$ cat config.mk
export PLATFORM = sky130hd
export DESIGN_NAME = tag_record_validator_top
export DESIGN_NICKNAME = d
export VERILOG_FILES = /design/src/rtl/trv_pkg.sv /design/src/rtl/trv_decode.sv /design/src/rtl/tag_record_validator_top.sv
export SDC_FILE = /design/constraint.sdc
export NUM_CORES = 1
export LEC_CHECK = 0
export ABC_AREA = 1
export BUFFER_PORTS_ARGS = -buffer_cell sky130_fd_sc_hd__buf_2
export CAP_MARGIN = 20
export CORE_MARGIN = 8
export CORE_UTILIZATION = 40
export CTS_CLUSTER_DIAMETER = 60
export CTS_CLUSTER_SIZE = 14
export DETAILED_ROUTE_END_ITERATION = 6
export GPL_ROUTABILITY_DRIVEN = 0
export GPL_TIMING_DRIVEN = 1
export MAX_ROUTING_LAYER = met4
export PLACE_DENSITY = 0.61
export SYNTH_ARGS = -nofsm -noshare
export SYNTH_HDL_FRONTEND = slang
export SYNTH_HIERARCHICAL = 1
export SYNTH_SLANG_ARGS = --single-unit
$ cat constraint.sdc
create_clock -name clk_i -period 16.6 [get_ports clk_i]
set_clock_uncertainty 0.15 [all_clocks]
set_input_delay 1.66 -clock clk_i [delete_from_list [all_inputs] [get_ports clk_i]]
set_output_delay 1.66 -clock clk_i [all_outputs]
set_load 0.05 [all_outputs]
$ cat src/rtl/trv_pkg.sv
// shared types, record layout constants and crc update for the tag record validator
package trv_pkg;

  // crc spans and record layout (byte offsets)
  localparam int CRC_SPAN       = 36;
  localparam int OLD_CRC_SPAN   = 20;
  localparam int STORE_BYTES    = CRC_SPAN + 2;
  localparam int POS_MAGIC      = 0;
  localparam int POS_CAGE       = 2;
  localparam int POS_CAGE_UNIT  = 4;
  localparam int POS_DOLLY      = 16;
  localparam int POS_DOLLY_UNIT = 18;
  localparam int POS_STAMP      = 32;
  localparam int POS_OLD_CRC    = 'h14;
  localparam int POS_MAIN_CRC   = CRC_SPAN;

  localparam logic [15:0] CRC_POLY = 16'h8005;
  localparam logic [15:0] CRC_INIT = 16'h0000;

  // result classification
  typedef enum logic [1:0] {
    ST_VALID   = 2'd0,
    ST_BLANK   = 2'd1,
    ST_OLD_V1  = 2'd2,
    ST_CORRUPT = 2'd3
  } status_e;

  // one result word, last member in the lowest bits
  typedef struct packed {
    logic [31:0] stamp;
    logic [31:0] dolly_unit_high;
    logic [63:0] dolly_unit_low;
    logic        has_dolly;
    logic [15:0] dolly_number;
    logic [31:0] cage_unit_high;
    logic [63:0] cage_unit_low;
    logic [15:0] cage_number;
    status_e     status;
  } result_t;

  // msb-first crc-16 over one byte, eight shift steps
  function automatic logic [15:0] crc_byte(input logic [15:0] crc, input logic [7:0] b);
    logic [15:0] c;
    c = crc ^ {b, 8'h00};
    for (int k = 0; k < 8; k++) begin
      if (c[15]) begin
        c = {c[14:0], 1'b0} ^ CRC_POLY;
      end else begin
        c = {c[14:0], 1'b0};
      end
    end
    return c;
  endfunction

endpackage

$ cat src/rtl/trv_decode.sv
// classification and field extraction from the captured record bytes
module trv_decode
  import trv_pkg::*;
(
  input  logic [7:0]  store_i [STORE_BYTES],
  input  logic [7:0]  magic_first_i,
  input  logic [7:0]  magic_second_i,
  input  logic [15:0] old_crc_i,
  input  logic [15:0] main_crc_i,
  output result_t     result_o
);

  logic        magic_ok;
  logic        main_ok;
  logic        old_ok;
  logic [15:0] dolly_no;

  // crc and magic checks
  assign magic_ok = (store_i[POS_MAGIC] == magic_first_i) &&
                    (store_i[POS_MAGIC + 1] == magic_second_i);
  assign main_ok  = {store_i[POS_MAIN_CRC + 1], store_i[POS_MAIN_CRC]} == main_crc_i;
  assign old_ok   = {store_i[POS_OLD_CRC + 1], store_i[POS_OLD_CRC]} == old_crc_i;
  assign dolly_no = {store_i[POS_DOLLY + 1], store_i[POS_DOLLY]};

  // fields are zero unless the record is valid
  always_comb begin
    result_o = '0;
    if (!magic_ok) begin
      result_o.status = ST_BLANK;
    end else if (main_ok) begin
      result_o.status = ST_VALID;
    end else if (old_ok) begin
      result_o.status = ST_OLD_V1;
    end else begin
      result_o.status = ST_CORRUPT;
    end

    if (result_o.status == ST_VALID) begin
      result_o.cage_number    = {store_i[POS_CAGE + 1], store_i[POS_CAGE]};
      for (int i = 0; i < 8; i++) begin
        result_o.cage_unit_low[8*i +: 8] = store_i[POS_CAGE_UNIT + i];
      end
      // last text byte forced to zero
      result_o.cage_unit_high = {8'h00, store_i[POS_CAGE_UNIT + 10],
                                 store_i[POS_CAGE_UNIT + 9], store_i[POS_CAGE_UNIT + 8]};
      result_o.dolly_number   = dolly_no;
      if (dolly_no != 16'h0000) begin
        result_o.has_dolly = 1'b1;
        for (int i = 0; i < 8; i++) begin
          result_o.dolly_unit_low[8*i +: 8] = store_i[POS_DOLLY_UNIT + i];
        end
        result_o.dolly_unit_high = {8'h00, store_i[POS_DOLLY_UNIT + 10],
                                    store_i[POS_DOLLY_UNIT + 9], store_i[POS_DOLLY_UNIT + 8]};
      end
      result_o.stamp = {store_i[POS_STAMP + 3], store_i[POS_STAMP + 2],
                        store_i[POS_STAMP + 1], store_i[POS_STAMP]};
    end
  end

endmodule

$ cat src/rtl/tag_record_validator_top.sv
// top level of the tag record validator: byte capture, crc tracking and result register
//
// Usage: record bytes enter on the s_axis channel in address order, one word per
// byte; tuser marks byte 0 and restarts the position count and the crc. After
// RECORD_BYTES bytes the position wraps, so the next byte starts a new record
// even without a mark. A record cut short by a new mark gives no result.
// One result word leaves on m_axis for every complete record, carrying the
// status (valid, blank, old v1 format, corrupt) and the decoded fields.
// Throughput: one byte per cycle while s_axis_tready_o is high; the crc byte update is combinational.
// Latency: the result is valid in the cycle after the last byte is accepted.
// The result sits in an output register; while it waits and the receiver
// holds off, s_axis_tready_o is low and no byte is taken.
// The magic registers are to be written through cfg_we_i/cfg_idx_i/cfg_wdata_i
// only while the block is idle; the block does not enforce this. Reset clears
// position, crcs, magic registers and the output valid; stored bytes are not cleared.
module tag_record_validator_top
  import trv_pkg::*;
#(
  parameter int RECORD_BYTES = 40
) (
  input  logic         clk_i,
  input  logic         rst_ni,
  // configuration write port
  input  logic         cfg_we_i,
  input  logic [0:0]   cfg_idx_i,
  input  logic [7:0]   cfg_wdata_i,
  // input bytes
  input  logic         s_axis_tvalid_i,
  output logic         s_axis_tready_o,
  input  logic [7:0]   s_axis_tdata_i,   // data_byte
  input  logic         s_axis_tuser_i,   // start_of_record
  // results
  output logic         m_axis_tvalid_o,
  input  logic         m_axis_tready_i,
  // status, cage_number, cage_unit_low, cage_unit_high, dolly_number,
  // has_dolly, dolly_unit_low, dolly_unit_high, stamp, zero pad
  output logic [263:0] m_axis_tdata_o
);

  localparam int PosW = $clog2(RECORD_BYTES);
  localparam logic [0:0] REG_MAGIC_FIRST  = 1'b0;
  localparam logic [0:0] REG_MAGIC_SECOND = 1'b1;

  logic [7:0]      magic_first_q, magic_second_q;
  logic [PosW-1:0] pos_q, pos_d, pos_eff;
  logic [15:0]     crc_q, crc_d, crc_base, crc_next;
  logic [15:0]     old_crc_q, old_crc_d, main_crc_q, main_crc_d;
  logic [7:0]      store_q [STORE_BYTES];
  logic            in_acc, is_last;
  logic            out_valid_q;
  result_t         out_data_q, result;

  // configuration registers
  always_ff @(posedge clk_i or negedge rst_ni) begin
    if (!rst_ni) begin
      magic_first_q  <= 8'h00;
      magic_second_q <= 8'h00;
    end else if (cfg_we_i) begin
      unique case (cfg_idx_i)
        REG_MAGIC_FIRST:  magic_first_q  <= cfg_wdata_i;
        REG_MAGIC_SECOND: magic_second_q <= cfg_wdata_i;
        default: ;
      endcase
    end
  end

  // handshake: the output register frees up when taken
  assign s_axis_tready_o = !out_valid_q || m_axis_tready_i;
  assign in_acc          = s_axis_tvalid_i && s_axis_tready_o;

  // position and crc for the incoming byte
  always_comb begin
    if (s_axis_tuser_i || ({1'b0, pos_q} >= (PosW+1)'(RECORD_BYTES))) begin
      pos_eff = '0;
    end else begin
      pos_eff = pos_q;
    end
    crc_base = s_axis_tuser_i ? CRC_INIT : crc_q;
    crc_next = crc_byte(crc_base, s_axis_tdata_i);
    is_last  = pos_eff == PosW'(RECORD_BYTES - 1);

    crc_d      = (pos_eff < PosW'(CRC_SPAN)) ? crc_next : crc_base;
    old_crc_d  = (pos_eff == PosW'(OLD_CRC_SPAN - 1)) ? crc_d : old_crc_q;
    main_crc_d = (pos_eff == PosW'(CRC_SPAN - 1)) ? crc_d : main_crc_q;
    pos_d      = pos_eff + 1'b1;
    if (is_last) begin
      pos_d = '0;
      crc_d = CRC_INIT;
    end
  end

  // state registers
  always_ff @(posedge clk_i or negedge rst_ni) begin
    if (!rst_ni) begin
      pos_q      <= '0;
      crc_q      <= CRC_INIT;
      old_crc_q  <= CRC_INIT;
      main_crc_q <= CRC_INIT;
    end else if (in_acc) begin
      pos_q      <= pos_d;
      crc_q      <= crc_d;
      old_crc_q  <= old_crc_d;
      main_crc_q <= main_crc_d;
    end
  end

  // record byte capture, the first STORE_BYTES bytes (up to and including the main crc)
  always_ff @(posedge clk_i) begin
    if (in_acc) begin
      for (int i = 0; i < STORE_BYTES; i++) begin
        if (pos_eff == PosW'(i)) begin
          store_q[i] <= s_axis_tdata_i;
        end
      end
    end
  end

  trv_decode u_decode (
    .store_i        (store_q),
    .magic_first_i  (magic_first_q),
    .magic_second_i (magic_second_q),
    .old_crc_i      (old_crc_q),
    .main_crc_i     (main_crc_q),
    .result_o       (result)
  );

  // output register
  always_ff @(posedge clk_i or negedge rst_ni) begin
    if (!rst_ni) begin
      out_valid_q <= 1'b0;
    end else if (in_acc && is_last) begin
      out_valid_q <= 1'b1;
    end else if (m_axis_tready_i) begin
      out_valid_q <= 1'b0;
    end
  end

  always_ff @(posedge clk_i) begin
    if (in_acc && is_last) begin
      out_data_q <= result;
    end
  end

  assign m_axis_tvalid_o = out_valid_q;
  assign m_axis_tdata_o  = {5'b00000, out_data_q};

`ifndef ASSERT_OFF
  // a result only appears after the last byte of a record
  a_result_after_last: assert property (@(posedge clk_i) disable iff (!rst_ni)
    $rose(out_valid_q) |-> $past(in_acc && is_last))
    else $error("result without a completed record");

  // position stays within the record
  a_pos_range: assert property (@(posedge clk_i) disable iff (!rst_ni)
    {1'b0, pos_q} < (PosW+1)'(RECORD_BYTES))
    else $error("byte position out of range");

  // a finished record restarts position and crc
  a_restart: assert property (@(posedge clk_i) disable iff (!rst_ni)
    (in_acc && is_last) |=> (pos_q == '0) && (crc_q == CRC_INIT))
    else $error("record end did not restart position and crc");

  // only a valid record carries fields
  a_zero_fields: assert property (@(posedge clk_i) disable iff (!rst_ni)
    (out_valid_q && (out_data_q.status != ST_VALID)) |->
      (out_data_q[$bits(result_t)-1:2] == '0))
    else $error("fields not zero on a record that is not valid");

  // dolly flag agrees with the dolly number
  a_dolly: assert property (@(posedge clk_i) disable iff (!rst_ni)
    (out_valid_q && out_data_q.has_dolly) |->
      ((out_data_q.dolly_number != 16'h0000) && (out_data_q.status == ST_VALID)))
    else $error("dolly flag without a dolly number");
`endif

endmodule

==> results.md <==
- Status: completed
- Post-CTS Resized: 0
- Area Growth Syn to Fin: 16.2%
- Synthesized area: 22500 um^2
- CP max FO: 30
- Routed length per instance: 18.5 um
- Relative slew slack: 0.209
- Largest net degree at the start of global routing: roughly 170
- Worst skew pair latency: 0.59 ns
- Max VDD drop: 0.0645 mV
- FMAX: roughly 0.23 GHz
- Worst path max stage delay: 0.59 ns
- Final worst setup slack: 12.20 ns
- Routed wl met2: 27000 um
- Top sig layer: met4
- Grt ovf: 0
- Core ar.: 56000 um^2
- Combinational share of power: 0.043
- Max-Cap Viols: 0
- H-Tree Depth: 2
- Die W: 253 um
- CP bufs+invs: 5
- Crit start category: primary input
- Die height: 253 um
- Global-route wire length before repair: 76500 um
- CP Cell Sequence: buf_2, inv_1, nand2_1, nand2_1, clkinv_1, nand2_1, nor2_1, inv_1, nor2_4, inv_1, o21ai_0
- Die footprint: 64000 um^2
- Syn Area/Cell: 13.3 um^2
- Port Buffers: around 280
- Initial DRC count: roughly 830
- Final setup viols: 0
- P_sw: 607 uW
- Share of layout cells above drive strength 1: 0.194
- Synthesized instance count: between 1500 and 2000
- Final min period: about 4.4 ns
- Worst EP required: 16.87 ns
- CP Capture Type: flop
- Final hold vios: 0
- Final wirelength: 51400 um
- Initial core utilization: 0.401
- Power Density: 111 nW/um^2
- RSZ-0062 raised after global routing: no
- Hold Crit Class: reg2reg
- Part of the power in registers: 0.580
- M1 WL: 20900 um
- Drt drc: 0
- Root Buffer: clkbuf_16
- Hold_buf cts: 0
- Global Route Usage Sum: 0.161
- Reg2reg setup slack: 13.10 ns
- CP Class: in2reg
- Worst-margin pin slew: 1.19 ns
- CP top delay family: buffers and inverters
- Clock power frac: 0.378
- Met3 WL: roughly 2300 um
- TritonCTS Buffers: 50
- Pre-CTS setup slack: 11.59 ns
- Cell Int Power: 2.28 mW
- Sw Share: 0.210
- Critical Path AT: 4.68 ns
- Vias per std cell: about 4.5
- # Post-CTS Setup Buffers: 0
- Initial antenna violation count: 2
- Crit path max-delay cell type: inv_1
- Sink Count: between 600 and 700
- Layout net count: 2013
- Post-detail-place hpwl: 33300 um
- Most common library cell in the layout ignoring fill and taps: edfxtp_1
- Setup TNS: 0 ns
- Leak Pwr: 11.7 nW
- 1st-pass router iterations: 6
- Final Power: between 2 and 3 mW
- Fillers: 5038
- Most frequent cells in the layout: edfxtp_1, inv_1, nor2_1
- Routed vias: 12500
- Count of pins over their slew limit: 0
- Num rows: 87
- Yosys warns: 6
- Final ANT Viol Nets: 0
- Vias in the first global route: 12900
- Worst-path clk slew: 0.06 ns
- Clock tree buffer depth: 3
- I/O Pins: 289
- CTS tree: built
- Tcrit/Tclk final: 0.265
path summary, 6_finish.rpt:
path | from | to | cells after the start
min in group asynchronous | rst_ni | old_crc_q[12] | 2
min | main_crc_q[9] | main_crc_q[9] | 2
max in group asynchronous | rst_ni | magic_second_q[5] | 2
max reg2reg | m_axis_tvalid_o | old_crc_q[13] | 9
min reg2reg | main_crc_q[9] | main_crc_q[9] | 2
max | m_axis_tready_i | old_crc_q[13] | 11
sequential cells by signal, summed over array words and instances (netlist names):
name / cells
m_axis_tvalid_o: 1
m_axis_tdata_o: 259
store_q: 272
pos_q: 6
magic_second_q: 8
crc_q: 16
old_crc_q: 16
main_crc_q: 16
magic_first_q: 8
power by group through the flow:
| stage | combinational (mW) | clock (mW) | sequential [mW] |
|---|---|---|---|
| detailed placement | 0.125 | 0 | 1.71 |
| finish | 0.124 | 1.09 | 1.67 |
| global placement | 0.123 | 0 | 1.71 |
| floorplan | 0.0794 | 0 | 1.70 |
| global route | 0.139 | 1.17 | 1.68 |
| CTS | 0.125 | 1.12 | 1.67 |
per-stage QoR:
step	hold slack (ns)	cell area, um^2	instances	utilization
2_1_floorplan	0.303	22500	1704	-
3_3_place_gp	0.341	24600	2692	0.441
3_5_place_dp	0.348	24600	2692	0.441
4_1_cts	0.368	26100	2767	0.466
5_1_grt	0.390	26100	2771	0.467
6_report	0.361	26100	2771	0.467
layout make-up:
cell class	count	area [um^2]	area share
clock buffers	71	1420	0.0542
flip-flops and latches	602	17700	0.679
well taps	756	946	0.0362
clock inverters	4	30.0	0.00115
inverters	321	1210	0.0463
diodes	4	10.0	0.000383
repair buffers	297	1530	0.0588
multi-input cells	716	3240	0.124
routing by layer:
layer / up-vias / global-route usage
li1: 5995 / -
met1: 6168 / 0.186
met2: 293 / 0.285
met3: 75 / 0.0289
met4: 0 / 0.0450
met5: - / -
tightest hold or removal path, delay by kind of cell (launching register included):
kind | cells | cell delay, ns
AO/OA/AOI/OAI | 1 | 0.06
flip-flops | 1 | 0.36
AND/OR/NAND/NOR | 1 | 0.05
No activity file was read; power rests on OpenSTA's default activity.
